<file path="src/rmod_pkg.sv">
`timescale 1ns / 1ps
`default_nettype none
// ----------------------------------------------------------------------------
// Running median detector package
// Shared types and fixed constants for the controller and the datapath.
// ----------------------------------------------------------------------------
package rmod_pkg;

  localparam int DUR_W      = 16;
  localparam int DIST_W     = 15;
  localparam int SCALE_W    = 11;
  localparam int PROD_W     = DUR_W + SCALE_W;
  localparam int DIST_SHIFT = 12;

  // 0.034 / 2 cm per microsecond, times 16 for Q11.4, times 4096.
  localparam logic [SCALE_W-1:0] DIST_SCALE   = 11'd1114;
  // 20.0 cm in Q11.4.
  localparam logic [DIST_W-1:0]  THRESH_RESET = 15'd320;

  typedef enum logic [1:0] {
    ST_IDLE,
    ST_WRITE,
    ST_SCAN,
    ST_EMIT
  } rmod_state_t;

  typedef struct packed {
    logic capture;
    logic win_write;
    logic scan;
    logic emit;
  } rmod_cmd_t;

  typedef struct packed {
    logic hit;
  } rmod_sts_t;

endpackage
`default_nettype wire

</file>
<file path="src/rmod_ctrl.sv">
`timescale 1ns / 1ps
`default_nettype none
// ----------------------------------------------------------------------------
// Running median detector controller
// Sequences capture, window write, rank scan and result hand-off.
// ----------------------------------------------------------------------------
module rmod_ctrl (
  input  wire logic               clk,
  input  wire logic               rst_n,
  input  wire logic               in_valid,
  output logic                    in_stall,
  output logic                    out_valid,
  input  wire logic               out_stall,
  output rmod_pkg::rmod_cmd_t     cmd,
  input  wire rmod_pkg::rmod_sts_t sts
);
  import rmod_pkg::*;

  rmod_state_t state_r, state_nxt;
  logic        out_valid_r, out_valid_nxt;

  always_ff @(posedge clk) begin
    if (!rst_n) begin
      state_r     <= ST_IDLE;
      out_valid_r <= 1'b0;
    end else begin
      state_r     <= state_nxt;
      out_valid_r <= out_valid_nxt;
    end
  end

  always_comb begin
    state_nxt     = state_r;
    cmd           = '0;
    in_stall      = 1'b1;
    out_valid_nxt = out_valid_r;
    if (out_valid_r && !out_stall) begin
      out_valid_nxt = 1'b0;
    end
    case (state_r)
      ST_IDLE: begin
        in_stall = 1'b0;
        if (in_valid) begin
          cmd.capture = 1'b1;
          state_nxt   = ST_WRITE;
        end
      end
      ST_WRITE: begin
        cmd.win_write = 1'b1;
        state_nxt     = ST_SCAN;
      end
      ST_SCAN: begin
        cmd.scan = 1'b1;
        if (sts.hit) begin
          state_nxt = ST_EMIT;
        end
      end
      ST_EMIT: begin
        // The output register is free, or is emptied at this same edge.
        if (!out_valid_r || !out_stall) begin
          cmd.emit      = 1'b1;
          out_valid_nxt = 1'b1;
          state_nxt     = ST_IDLE;
        end
      end
      default: begin
        state_nxt = ST_IDLE;
      end
    endcase
  end

  assign out_valid = out_valid_r;

endmodule
`default_nettype wire

</file>
<file path="src/rmod_dp.sv">
`timescale 1ns / 1ps
`default_nettype none
// ----------------------------------------------------------------------------
// Running median detector datapath
// Distance scaling, the ring window, the rank scan and the output register.
// ----------------------------------------------------------------------------
module rmod_dp #(
  parameter int WINDOW_SIZE = 5
) (
  input  wire logic                          clk,
  input  wire logic                          rst_n,
  input  wire logic [rmod_pkg::DUR_W-1:0]    in_echo_duration_us,
  input  wire logic                          cfg_wr_en,
  input  wire logic [rmod_pkg::DIST_W-1:0]   cfg_wr_data,
  input  wire rmod_pkg::rmod_cmd_t           cmd,
  output rmod_pkg::rmod_sts_t                sts,
  output logic [rmod_pkg::DIST_W-1:0]        out_median_distance,
  output logic                               out_obstacle,
  output logic                               out_drive_action
);
  import rmod_pkg::*;

  localparam int SLOT_W = $clog2(WINDOW_SIZE);
  localparam logic [SLOT_W:0]   SIZE_EXT  = (SLOT_W + 1)'(WINDOW_SIZE);
  localparam logic [SLOT_W-1:0] LAST_SLOT = SLOT_W'(WINDOW_SIZE - 1);
  localparam logic [SLOT_W-1:0] MID_RANK  = SLOT_W'(WINDOW_SIZE / 2);

  logic [PROD_W-1:0] prod_r;
  logic [DIST_W-1:0] win_r [WINDOW_SIZE];
  logic [SLOT_W-1:0] slot_r;
  logic [SLOT_W-1:0] cand_r;
  logic [DIST_W-1:0] thresh_r;
  logic [DIST_W-1:0] med_r;
  logic              obst_r;

  logic [SLOT_W-1:0] wr_idx;
  logic [DIST_W-1:0] new_dist;
  logic [DIST_W-1:0] cand_val;
  logic [SLOT_W-1:0] rank;

  assign new_dist = prod_r[DIST_SHIFT +: DIST_W];
  assign wr_idx   = ({1'b0, slot_r} >= SIZE_EXT) ? '0 : slot_r;
  assign cand_val = win_r[cand_r];

  // Stable rank: entries strictly smaller, plus equal entries at lower slots.
  always_comb begin
    rank = '0;
    for (int j = 0; j < WINDOW_SIZE; j++) begin
      if ((win_r[j] < cand_val) || ((win_r[j] == cand_val) && (SLOT_W'(j) < cand_r))) begin
        rank = rank + 1'b1;
      end
    end
  end

  assign sts.hit = (rank == MID_RANK);

  always_ff @(posedge clk) begin
    if (cmd.capture) begin
      prod_r <= PROD_W'(in_echo_duration_us) * PROD_W'(DIST_SCALE);
    end
    if (cmd.emit) begin
      med_r  <= cand_val;
      obst_r <= (cand_val < thresh_r);
    end
  end

  always_ff @(posedge clk) begin
    if (!rst_n) begin
      for (int k = 0; k < WINDOW_SIZE; k++) begin
        win_r[k] <= '0;
      end
      slot_r   <= '0;
      cand_r   <= '0;
      thresh_r <= THRESH_RESET;
    end else begin
      if (cfg_wr_en) begin
        thresh_r <= cfg_wr_data;
      end
      if (cmd.win_write) begin
        win_r[wr_idx] <= new_dist;
        slot_r        <= (wr_idx == LAST_SLOT) ? '0 : wr_idx + 1'b1;
        cand_r        <= '0;
      end else if (cmd.scan && !sts.hit) begin
        cand_r <= cand_r + 1'b1;
      end
    end
  end

  assign out_median_distance = med_r;
  assign out_obstacle        = obst_r;
  assign out_drive_action    = obst_r;

endmodule
`default_nettype wire

</file>
<file path="src/running_median_obstacle_detector.sv">
`timescale 1ns / 1ps
`default_nettype none
// ----------------------------------------------------------------------------
// Running median obstacle detector
// Turns echo pulse widths into distances and reports the running median.
// ----------------------------------------------------------------------------
// Usage:
// Each input transaction carries one echo pulse width in microseconds. The
// width is scaled to a Q11.4 centimeter distance and written into a ring
// window of WINDOW_SIZE entries. Each input gives exactly one output
// transaction: the window median, an obstacle flag (median strictly below
// the threshold register) and a drive action that equals the flag.
// The median is found by a rank scan: one window entry per cycle is compared
// against all entries at once until the entry of middle rank is found.
// An item goes through capture, window write, the scan and the emit step;
// the scan length, and any output stall in the emit step, set the throughput.
// Input is taken only while the block is idle; in_stall is high otherwise.
// The result sits in an output register, so a new input may be accepted
// while a result still waits. A stalled receiver holds the result stable and
// keeps the next result waiting in the controller after its scan is done.
// Reset clears the window to zero, the write slot to zero and sets the
// threshold to 20.0 cm; early medians therefore include those zeros.
// The threshold register is written whenever cfg_wr_en is high.
// ----------------------------------------------------------------------------
module running_median_obstacle_detector #(
  parameter int WINDOW_SIZE = 5
) (
  input  wire logic                        clk,
  input  wire logic                        rst_n,
  input  wire logic                        in_valid,
  output logic                             in_stall,
  input  wire logic [rmod_pkg::DUR_W-1:0]  in_echo_duration_us,
  output logic                             out_valid,
  input  wire logic                        out_stall,
  output logic [rmod_pkg::DIST_W-1:0]      out_median_distance,
  output logic                             out_obstacle,
  output logic                             out_drive_action,
  input  wire logic                        cfg_wr_en,
  input  wire logic [rmod_pkg::DIST_W-1:0] cfg_wr_data
);
  import rmod_pkg::*;

  // Commands from the controller and the scan status back from the datapath.
  rmod_cmd_t cmd;
  rmod_sts_t sts;

  rmod_ctrl u_ctrl (
    .clk       (clk),
    .rst_n     (rst_n),
    .in_valid  (in_valid),
    .in_stall  (in_stall),
    .out_valid (out_valid),
    .out_stall (out_stall),
    .cmd       (cmd),
    .sts       (sts)
  );

  rmod_dp #(
    .WINDOW_SIZE (WINDOW_SIZE)
  ) u_dp (
    .clk                 (clk),
    .rst_n               (rst_n),
    .in_echo_duration_us (in_echo_duration_us),
    .cfg_wr_en           (cfg_wr_en),
    .cfg_wr_data         (cfg_wr_data),
    .cmd                 (cmd),
    .sts                 (sts),
    .out_median_distance (out_median_distance),
    .out_obstacle        (out_obstacle),
    .out_drive_action    (out_drive_action)
  );

endmodule
`default_nettype wire

</file>
<file path="config.mk">
export PLATFORM = sky130hd
export DESIGN_NAME = running_median_obstacle_detector
export DESIGN_NICKNAME = d
export VERILOG_FILES = /design/src/rmod_pkg.sv /design/src/rmod_ctrl.sv /design/src/rmod_dp.sv /design/src/running_median_obstacle_detector.sv
export SDC_FILE = /design/constraint.sdc
export NUM_CORES = 1
export LEC_CHECK = 0
export CAP_MARGIN = 30
export CELL_PAD_IN_SITES_DETAIL_PLACEMENT = 1
export CELL_PAD_IN_SITES_GLOBAL_PLACEMENT = 1
export CORE_UTILIZATION = 40
export CTS_BUF_LIST = sky130_fd_sc_hd__clkbuf_8 sky130_fd_sc_hd__clkbuf_16
export DETAILED_ROUTE_END_ITERATION = 12
export DONT_BUFFER_PORTS = 1
export HOLD_SLACK_MARGIN = 0.03
export PLACE_DENSITY_LB_ADDON = 0.1
export SLEW_MARGIN = 25
export SYNTH_ARGS = -nofsm -noshare
export SYNTH_HDL_FRONTEND = slang
export SYNTH_SLANG_ARGS = --single-unit
</file>
<file path="constraint.sdc">
create_clock -name clk -period 6.84 [get_ports clk]
set_input_delay 1.026 -clock clk [delete_from_list [all_inputs] [get_ports clk]]
set_output_delay 1.026 -clock clk [all_outputs]
set_load 0.05 [all_outputs]
</file>
# Word-level counts from Yosys, hierarchy flattened
# Memory sizes are Yosys's and may differ from the RTL's. A register that Yosys moved wholly into a read port is not among the register bits.
# Cells that the tools add are included.
word_totals:
  register_bits: 66
  ramBits: 75
  mem_count: 1
classes:
  addsub: 6
  n_mul: 1
  magnitude_cmp: 12
  n_eq_ne: 13
  mux: 30
  bitwise_logic: 1
  reduce_logical: 20
memory_table:
  columns: ["name", "words", "width", "rd", "rd_clocked_by_memory_dff", "wr", "line", "text"]
  rows:
  - ["u_dp.win_r", 5, 15, 6, 1, 5, "rmod_dp.sv:29", "logic [DIST_W-1:0] win_r [WINDOW_SIZE];"]
ops:
  columns: ["operator", "count"]
  rows:
  - ["$lt A15 B15 Y1", 6]
  - ["$eq A15 B15 Y1", 5]
  - ["$mux W3", 9]
  - ["$mul A16 B10 Y26 const B", 1]
  - ["$mux W1", 16]
  - ["$add A3 B1 Y3 const B", 5]
  - ["$mux W15", 1]
  - ["$reduce_or A15 Y1", 1]
  - ["$pmux W2 S4", 1]
  - ["$logic_and A1 B1 Y1", 7]
  - ["$logic_or A1 B1 Y1", 6]
  - ["$lt A1 B3 Y1 const A", 2]
  - ["$lt A2 B3 Y1 const A", 2]
  - ["$mux W2", 3]
  - ["$eq A2 B2 Y1 const B", 2]
  - ["$ne A2 B1 Y1 const B", 2]
  - ["$eq A3 B2 Y1 const B", 1]
  - ["$eq A3 B3 Y1 const B", 1]
  - ["$ge A3 B3 Y1 const B", 1]
  - ["$logic_not A1 Y1", 3]
  - ["$lt A3 B3 Y1 const A", 1]
  - ["$reduce_and A3 Y1", 1]
  - ["$add A1 B1 Y2 const B", 1]
  - ["$eq A2 B1 Y1 const B", 1]
  - ["other kinds (4)", 4]

# Depth between registers and ports, before layout
# Gate-level depths: netlist of run 1.
# An unclocked memory read counts as a cell.
depth:
  word_depth: 18
  depth_mapped: 28

# Hierarchy
# From an unflattened synthesis of run 1, not the netlist that was laid out.
hier_totals:
  hier_cells: 921
  hier_area_um2: 11672.4
by_module_without_submodules:
  columns: ["mod", "n_inst", "cells_each", "area_per_inst_um2", "seq_area_each_um2"]
  rows:
  - ["rmod_dp", 1, 897, 11456.0, 5014.8]
  - ["rmod_ctrl", 1, 24, 216.5, 60.1]

# Worst setup path before layout of run 1
# No wires, ideal clock.
synth_path:
  kind: "register to register"
  startpoint: "register (tool-made name)"
  endpoint: "register (tool-made name)"
  setup_ns: 0.119
  arrival_ns: 6.565
  required_time_ns: 6.721
  path_slack_ns: 0.156
  stages_incl_launch_ff: 28
  n_path_buf: 2
  synth_period_minus_slack_ns: 6.684
  cell_sequence: "dfxtp_1 buf_1 buf_1 mux4_2 mux2i_1 ha_1 nor2b_1 o21a_1 o21a_1 o21a_1 o21a_1 o21a_1 o21a_1 o21a_1 o21ai_0 ha_1 xnor2_2 ha_1 mux2_2 ha_1 inv_1 a211oi_1 a22oi_1 xnor2_1 xnor2_1 o41ai_4 mux2i_1 nor2_1"

==> results by group, run 1 <==
Outcome
  • Status: finished, final reports clean

Logic synthesis
  • Post-Syn Area per Cell: 12.40 um^2
  • Seq/Total Area, Yosys: 43.14%
  • Synth Area in XOR/XNOR: 1.329%
  • Top FF cell, synth: edfxtp_1
  • Largest family of logic cells by synthesized area: adder cells
  • EDFF count, synth: 151
  • Ys Warns: 0
  • Mapped Cells: 949
  • Compound-Gate Fraction of Synth Area: 7.455%
  • Post-Synth Simple-Gate Area: 9.986%
  • Synthesized cell area: 11,770 um^2
  • Post-synthesis adder-cell area fraction: 25.50%
  • Cell variety after synth: 57
  • Share of flip-flops with an asynchronous set or reset: 0%
  • Yosys reg bits: 178
  • Post-synthesis mux area share: 8.572%

Route
  • WL/cell: 19.23 um
  • Met2 routed wirelength: 13,100 um
  • M1 WL: 12,780 um
  • Via/cell ratio: 5.184
  • 1st-iter DRT viols: 349
  • Highest metal layer with signal wires: met4
  • Vias: 7,315
  • Initial DRT Pass Iterations: 4
  • Metal3 WL: 949 um
  • ANT nets after route: 0
  • Routed WL: 27,140 um
  • DRC viols: 0

Worst setup path
  • WP data arrival: 6.40 ns
  • CP Max Fanout: 16
  • Reg2Reg Setup Slack: 0.77 ns
  • Worst path required time: 7.17 ns
  • Reg2Reg Depth: 25
  • Startpoint Class: register
  • CP Class: register to register
  • CP endpoint kind: register

Timing
  • Clock Skew: 0.01630 ns
  • Final hold vios: 0
  • Slack of the critical path: 0.7695 ns
  • Period utilisation layout: 88.75%
  • Highest clock rate: 0.1647 GHz
  • Worst Tran Pin Value: 0.9409 ns
  • Fin Setup TNS: 0 ns
  • Final min period: 6.071 ns
  • RSZ-0062 raised after global routing: no
  • Final Max Slew Viols: 0
  • Final setup viols: 0
  • Relative slew slack: 37.27%

Clocking
  • Max clock buf depth: 2
  • H-tree depth: 4
  • Clk root buf: clkbuf_16
  • Post-CTS resize count: 0
  • Clk pin slew, worst setup/hold paths: 0.07 ns
  • # hold bufs at CTS: 0
  • Latest clock arrival within the worst-skew pair: 0.45 ns
  • Num CTS Buffers: 17
  • CTS tree: done
  • Post-CTS Repair Setup Buffers: 0
  • Clock sink count: 178

Placed design
  • DP Worst Slack: 0.7051 ns
  • DPL Wire Length: 21,580 um
  • IO Port Bufs: 0
  • GP Congestion: 0.8275

Pwr
  • Pleak: 5.657 nW
  • Total power: 5.063 mW
  • Cell Pwr Density: 385.3 nW/um^2
  • Peak supply drop: 0.0001749 V

Finish
  • ANT cells: 0
  • Commonest non-fill, non-tap cell in the layout: ha_1
  • Layout area overhead: 11.68%
  • Fraction of layout cells with a size suffix above 1: 9.250%
  • Nets: 1,271
  • Most frequent cells in the layout: ha_1 (187), edfxtp_1 (151), inv_1 (106)

Die
  • DIE AREA: 30,100 um^2
  • Initial Utilization: 40.77%
  • Rows: 62
  • Die width: 173.5 um
  • Die height: 173.5 um
  • Placeable core region: 28,860 um^2
  • Io pins: 55

Worst hold path
  • Hold path depth: 2
  • Hold Crit Endpoint: u_dp.thresh_r[6]$_SDFFE_PN1P_
  • Hold Startpoint: u_dp.thresh_r[6]$_SDFFE_PN1P_
  • HP Class: register to register

GRT
  • Largest net degree at the start of global routing: 25
  • Grt total ovfl: 0
  • Initial antenna violation count: 0
  • Vias in the first global route: 7,842
  • First-pass GRT wire length: 43,610 um
  • Gr usage total: 19.05%

Flow run
  • Max Cap Viol: 0
## state kept, by name (all words and copies together) (netlist names), named ones only
signal and count:
u_dp.cand_r 3, u_dp.out_drive_action 1, u_ctrl.out_valid 1, u_dp.prod_r 15, u_dp.win_r 120, u_dp.thresh_r 15, u_dp.out_median_distance 15, u_ctrl.state_r 2
u_dp.slot_r 3
## how the worst max path moves through the flow
| stage | from | end |
|---|---|---|
| after detailed placement | register | u_dp.cand_r[1]$_SDFFE_PP0N_ |
| after global placement | register | register |
| after global routing | register | register |
| after CTS | register | register |
| after floorplan | register | register |
| final | register | register |
## report_power, final
part | internal [mW] | switching (mW)
clock network | 0.616 | 0.440
logic | 1.04 | 1.27
registers | 1.49 | 0.213
total | 3.14 | 1.92
## through the flow
stage	instance area (um^2)	instances	hold slack, ns	utilization [%]
after global placement	12490	1378	0.4793	43.27
after CTS	13130	1410	0.4969	45.49
after detailed placement	12500	1379	0.4848	43.32
after floorplan	11930	993	0.4593	-
after global routing	13140	1411	0.5285	45.53
final	13140	1411	0.4931	45.53
## cells by family (layout without fill, tap and decap cells)
family,Yosys count,count (layout)
fa+ha+maj,220,220
xor+xnor,17,17
simple gates,213,213
mux,63,63
other cells,1,45
buf+inv,124,158
compound gates,133,133
flops,178,178
## per-layer routing
layer  vias to the layer above  global-route usage [%]
met5                         -                       0
met4                         0                   4.499
met3                        15                   3.443
met2                       120                   32.50
met1                      3653                   25.07
li1                       3527                       -
## critical path, cell delays in order (launching register included)
cell and delay [ns]:
dfxtp_2 0.49, buf_4 0.38, mux4_2 0.54, mux2i_1 0.13
buf_4 0.16, ha_1 0.25, o21a_1 0.11, o21a_1 0.16
o21a_1 0.17, o21a_1 0.16, o21a_1 0.17, o21a_1 0.18
o21ai_0 0.21, ha_1 0.36, xnor2_2 0.28, ha_1 0.29
mux2_2 0.26, ha_1 0.20, inv_1 0.06, a211oi_1 0.04
a22oi_1 0.21, xnor2_1 0.16, xnor2_1 0.13, o41ai_4 0.54
xor2_1 0.23, nor2_1 0.08
## cells in the mapped netlist, drive strengths merged, types with 15 or more instances
| cell type | instances | share of area (%) |
|---|---|---|
| mux4 | 30 | 5.7 |
| xnor2 | 15 | 1.2 |
| fa | 33 | 5.6 |
| and2 | 78 | 4.1 |
| dfxtp | 27 | 4.6 |
| a21oi | 45 | 1.9 |
| ha | 187 | 20 |
| o21ai | 26 | 1.1 |
| mux2i | 31 | 2.6 |
| edfxtp | 151 | 39 |
| inv | 105 | 3.4 |
| nor2 | 45 | 1.5 |
| nand2 | 23 | 0.76 |
| o21a | 19 | 1.2 |
## final cells by class
| cell class | count | area, um^2 |
|---|---|---|
| Tap cell | 384 | 480.5 |
| Fill cell | 3059 | 15720 |
| Clock inverter | 14 | 201.4 |
| Multi-Input combinational cell | 691 | 6389 |
| Clock buffer | 17 | 425.4 |
| Sequential cell | 178 | 5076 |
| Inverter | 105 | 394.1 |
| Timing Repair Buffer | 22 | 172.7 |
Power figures use the tool's default switching activity.
==> inputs of run 2 (changes only) <==
==> constraint.sdc (replaced) <==
create_clock -name clk -period 6.75 [get_ports clk]
set_input_delay 1.0125 -clock clk [delete_from_list [all_inputs] [get_ports clk]]
set_output_delay 1.0125 -clock clk [all_outputs]
set_load 0.05 [all_outputs]
==> results by group, run 2 (synthesis gave the netlist of run 1 again) <==
Outcome
  • Status: finished, final reports clean

GRT
  • Vias in the first global route: 7,883
  • Largest net degree at the start of global routing: 21
  • Initial antenna violation count: 0
  • Grt total ovfl: 0
  • Gr usage total: 18.94%
  • First-pass GRT wire length: 43,340 um

Timing
  • Highest clock rate: 0.1665 GHz
  • Worst hold margin: 0.5019 ns
  • RSZ-0062 raised after global routing: no
  • Final hold vios: 0
  • Relative slew slack: 36.05%
  • Worst Tran Pin Value: 0.9592 ns
  • Fin Setup TNS: 0 ns
  • Clock Skew: 0.009711 ns
  • Final min period: 6.006 ns
  • Final setup viols: 0
  • Final Max Slew Viols: 0
  • Period utilisation layout: 88.98%

Route
  • 1st-iter DRT viols: 369
  • WL/cell: 19.11 um
  • Vias: 7,173
  • Routed WL: 26,970 um
  • DRC viols: 0
  • Initial DRT Pass Iterations: 4
  • Via/cell ratio: 5.084
  • ANT nets after route: 0

Clocking
  • Clk pin slew, worst setup/hold paths: 0.07 ns
  • Latest clock arrival within the worst-skew pair: 0.44 ns
  • Clock sink count: 178
  • Num CTS Buffers: 17
  • Post-CTS Repair Setup Buffers: 0
  • H-tree depth: 4
  • Clk root buf: clkbuf_16
  • # hold bufs at CTS: 0
  • CTS tree: done
  • Max clock buf depth: 2
  • Post-CTS resize count: 0

Finish
  • FILL cells: 3,064
  • Layout area overhead: 11.29%
  • Largest Register: u_dp.win_r
  • Nets: 1,270
  • Max reg flops: 120
  • Most frequent cells in the layout: ha_1 (187), edfxtp_1 (151), inv_1 (105)
  • Fraction of layout cells with a size suffix above 1: 9.348%
  • Post-Layout Cell Count: 1,411
  • ANT cells: 0
  • Commonest non-fill, non-tap cell in the layout: ha_1

Worst setup path
  • CP Class: register to register
  • CP Max Fanout: 13
  • WP data arrival: 6.33 ns
  • Worst path most repeated cell: ha_1
  • Worst path required time: 7.07 ns
  • CP max-delay cell: o41ai_4
  • Critical path's top delay family: compound AO/OA/AOI/OAI gates
  • CP endpoint kind: register
  • CP Buf/Inv Count: 3
  • CP peak stage delay: 0.57 ns
  • Startpoint Class: register

Placed design
  • Placed insts: 1,379
  • IO Port Bufs: 0
  • DPL Wire Length: 22,040 um
  • GP Congestion: 0.8021

Pwr
  • Peak supply drop: 0.0001701 V
  • Total power: 5.062 mW
  • Pleak: 5.621 nW
  • Cell Pwr Density: 386.6 nW/um^2

Die
  • Placeable core region: 28,860 um^2
  • Io pins: 55
  • DIE AREA: 30,100 um^2
  • Die width: 173.5 um
  • Die height: 173.5 um
  • Initial Utilization: 40.77%
  • Rows: 62

Flow run
  • Max Cap Viol: 0

Worst hold path
  • HP Class: register to register
[run 2: changes by cell type in the layout (fill, tap and decap cells not counted), moves of 2 or more]
cell | previous run | this run
clkinv_8 | 0 | 2
buf_6 | 2 | 0
bufinv_16 | 4 | 1
inv_6 | 3 | 1
inv_8 | 2 | 5
clkinvlp_4 | 1 | 5
[run 2: path summary, 6_finish.rpt]
kind / from / endpoint / slack (ns) / depth (start not counted)
max: register / u_dp.cand_r[1]$_SDFFE_PP0N_ / 0.74 / 27
min: u_dp.thresh_r[5]$_SDFFE_PN0P_ / u_dp.thresh_r[5]$_SDFFE_PN0P_ / 0.50 / 2
max reg2reg: register / u_dp.cand_r[1]$_SDFFE_PP0N_ / 0.74 / 27
min reg2reg: u_dp.thresh_r[5]$_SDFFE_PN0P_ / u_dp.thresh_r[5]$_SDFFE_PN0P_ / 0.50 / 2
[run 2: final cells by class]
type                       instances  area, um^2  area share, %
multi-input combinational        691        6386          48.77
sequential                       178        5076          38.77
tap                              384       480.5          3.669
clock buffer                      17       425.4          3.249
inverter                         105       394.1          3.010
clock inverter                    15       173.9          1.328
timing repair buffer              21       157.7          1.204
[run 2: metrics by stage]
stage          setup slack, ns  utilization [%]  instance area [um^2]
6_report                0.7438            45.37                 13090
5_1_grt                 0.1419            45.37                 13090
4_1_cts                 0.6674            45.37                 13090
3_5_place_dp            0.7547            43.30                 12490
3_3_place_gp            0.8316            43.30                 12490
2_1_floorplan          0.06622                -                 11930
[run 2: power breakdown]
part | switching, mW | internal, mW | total (mW)
Sequential | 0.207 | 1.51 | 1.72
Clock | 0.469 | 0.528 | 0.997
Combinational | 1.30 | 1.05 | 2.35
[run 2: worst register-to-register path, stage by stage (launching register included)]
cell,delay [ns]
dfxtp_2,0.44
buf_4,0.33
mux4_2,0.56
mux2i_1,0.19
buf_4,0.19
ha_1,0.26
a21oi_1,0.15
nor2b_1,0.06
o21ai_0,0.15
nand2b_1,0.07
a21oi_1,0.15
nor2b_1,0.06
o21ai_0,0.16
nand2b_1,0.12
o21ai_0,0.18
ha_1,0.34
xnor2_2,0.28
ha_1,0.28
mux2_2,0.27
ha_1,0.19
inv_1,0.06
a211oi_1,0.04
a22oi_1,0.21
xnor2_1,0.17
xnor2_1,0.12
o41ai_4,0.57
mux2i_1,0.24
nor2_1,0.07
[run 2: layer usage]
metal | vias to the layer above | global-route usage [%] | part of all wire [%]
met1 | 3499 | 24.03 | 45
met4 | 0 | 4.314 | 0.77
met2 | 119 | 33.32 | 50
li1 | 3542 | - | -
met3 | 13 | 3.531 | 4.3
met5 | - | 0 | 0
==> inputs of run 3 (changes only) <==
--- a/config.mk
+++ b/config.mk
@@ -12,6 +12,7 @@
 export CTS_BUF_LIST = sky130_fd_sc_hd__clkbuf_8 sky130_fd_sc_hd__clkbuf_16
 export DETAILED_ROUTE_END_ITERATION = 12
 export DONT_BUFFER_PORTS = 1
+export GPL_TIMING_DRIVEN = 0
 export HOLD_SLACK_MARGIN = 0.03
 export PLACE_DENSITY_LB_ADDON = 0.1
 export SLEW_MARGIN = 25
==> results by group, run 3 (synthesis gave the netlist of run 1 again) <==
Outcome
  • Status: finished, final reports clean

Timing
  • Relative slew slack: 35.62%
  • Final min period: 6.421 ns
  • Slack of the critical path: 0.3291 ns
  • Final Max Slew Viols: 0
  • Period utilisation layout: 95.12%
  • Clock Skew: 0.01124 ns
  • Worst Tran Pin Value: 0.9657 ns
  • Highest clock rate: 0.1557 GHz
  • Final hold vios: 0
  • Final setup viols: 0

Placed design
  • Placed insts: 1,379
  • IO Port Bufs: 0
  • GP Congestion: 0.8122
  • DPL Wire Length: 22,060 um
  • DP Worst Slack: -1.129 ns

Route
  • ANT nets after route: 0
  • Vias: 7,294
  • WL/cell: 19.53 um
  • 1st-iter DRT viols: 303
  • Routed WL: 27,650 um
  • Initial DRT Pass Iterations: 4
  • Via/cell ratio: 5.151
  • DRC viols: 0

Finish
  • Max reg flops: 120
  • Post-Layout Cell Count: 1,416
  • Fraction of layout cells with a size suffix above 1: 9.593%
  • Layout area overhead: 12.23%
  • ANT cells: 0
  • Most frequent cells in the layout: ha_1 (187), edfxtp_1 (151), inv_1 (105)
  • Commonest non-fill, non-tap cell in the layout: ha_1
  • Largest Register: u_dp.win_r
  • Nets: 1,275

Worst setup path
  • CP Max Fanout: 10
  • Worst path required time: 7.09 ns
  • CP peak stage delay: 0.46 ns
  • Startpoint Class: register
  • WP data arrival: 6.76 ns
  • CP endpoint kind: register
  • Worst path most repeated cell: o21a_1
  • CP Class: register to register
  • CP max-delay cell: dfxtp_1

Clocking
  • Latest clock arrival within the worst-skew pair: 0.45 ns
  • CTS tree: done
  • Num CTS Buffers: 17
  • Clk root buf: clkbuf_16
  • Clk pin slew, worst setup/hold paths: 0.08 ns
  • Clock sink count: 178
  • H-tree depth: 4
  • Max clock buf depth: 2

Die
  • Die height: 173.5 um
  • Placeable core region: 28,860 um^2
  • Initial Utilization: 40.77%
  • Die width: 173.5 um
  • DIE AREA: 30,100 um^2
  • Io pins: 55
  • Rows: 62

Pwr
  • Comb pwr share: 47.1%
  • Sequential power share: 32.8%
  • Pleak: 5.660 nW
  • Cell internal pwr: 3.130 mW
  • Peak supply drop: 0.0001990 V
  • Net Switching: 2.090 mW
  • Total power: 5.221 mW
  • Cell Pwr Density: 395.4 nW/um^2
  • Sw Share: 40.04%
  • Clock Power Share: 20.0%

GRT
  • Initial antenna violation count: 0
  • Grt total ovfl: 0
  • Vias in the first global route: 7,973
  • Gr usage total: 19.40%
  • First-pass GRT wire length: 43,990 um
  • Largest net degree at the start of global routing: 21

Worst hold path
  • HP Class: register to register

Flow run
  • Max Cap Viol: 0
## run 3: changes by cell type in the layout (fill, tap and decap cells not counted), sizes merged
cell,change
clkinvlp,-4
clkinv,+3
buf,-6
clkbuf,+11
inv,+1
## run 3: layer usage
layer / global-route usage, % / vias to the layer above / part of all wire, %
met1: 24.24 / 3614 / 45
met2: 34.37 / 108 / 51
met4: 5.863 / 0 / 1.5
met5: 0 / - / 0
met3: 3.004 / 23 / 2.5
li1: - / 3549 / -
## run 3: cell type report
class                           count  area, um^2
Clock buffer                       17       425.4
Buffer                             18       110.1
Timing Repair Buffer                8       71.32
Sequential cell                   178        5076
Multi-Input combinational cell    691        6437
Inverter                          105       394.1
Clock inverter                     15       209.0
Tap cell                          384       480.5
Fill cell                        3063       15650
## run 3: final timing paths
| check | cells after the start | from | slack [ns] | endpoint |
|---|---|---|---|---|
| setup / recovery | 27 | register | 0.33 | register |
| hold / removal | 2 | u_dp.thresh_r[5]$_SDFFE_PN0P_ | 0.50 | u_dp.thresh_r[5]$_SDFFE_PN0P_ |
| setup reg to reg | 27 | register | 0.33 | register |
| hold reg to reg | 2 | u_dp.thresh_r[5]$_SDFFE_PN0P_ | 0.50 | u_dp.thresh_r[5]$_SDFFE_PN0P_ |
## run 3: worst max-delay path: cells and delay by family (launching register included)
kind	cells	cell delay, ns
buffers and inverters	3	0.79
adder cells (fa/ha/maj)	4	1.24
XOR/XNOR	2	0.43
AO/OA/AOI/OAI	10	1.92
flip-flops	1	0.46
AND/OR/NAND/NOR	5	0.56
multiplexers	3	0.87
## run 3: through the flow
step	area [um^2]	utilization, %	TNS, ns	hold slack, ns
2_1_floorplan	11930	-	0	0.4593
3_5_place_dp	12450	43.16	-8.908	0.4890
6_report	13200	45.76	0	0.5004
5_1_grt	13200	45.76	-0.0002913	0.5397
4_1_cts	13150	45.56	0	0.5084
3_3_place_gp	12410	43.01	-12.86	0.4877
## run 3: what timing repair did
| item | 4_1_cts | 5_1_grt |
|---|---|---|
| setup buffers | 1 | 4 |
| endpoints found under the hold margin | 0 | 0 |
| cloned | 0 | 0 |
| hold buffers | 0 | 0 |
| endpoints found under the setup margin | 8 | 8 |
| pin swaps | 1 | 1 |
| resized for setup | 22 | 8 |
## run 3: power groups by stage
| stage | logic, mW | clock network [mW] | registers, mW |
|---|---|---|---|
| 4_1_cts | 2.45 | 1.07 | 1.72 |
| 5_1_grt | 2.79 | 1.11 | 1.75 |
| 2_1_floorplan | 1.80 | 0 | 1.65 |
| 3_5_place_dp | 2.40 | 0 | 1.74 |
| 6_report | 2.46 | 1.04 | 1.71 |
| 3_3_place_gp | 2.33 | 0 | 1.73 |
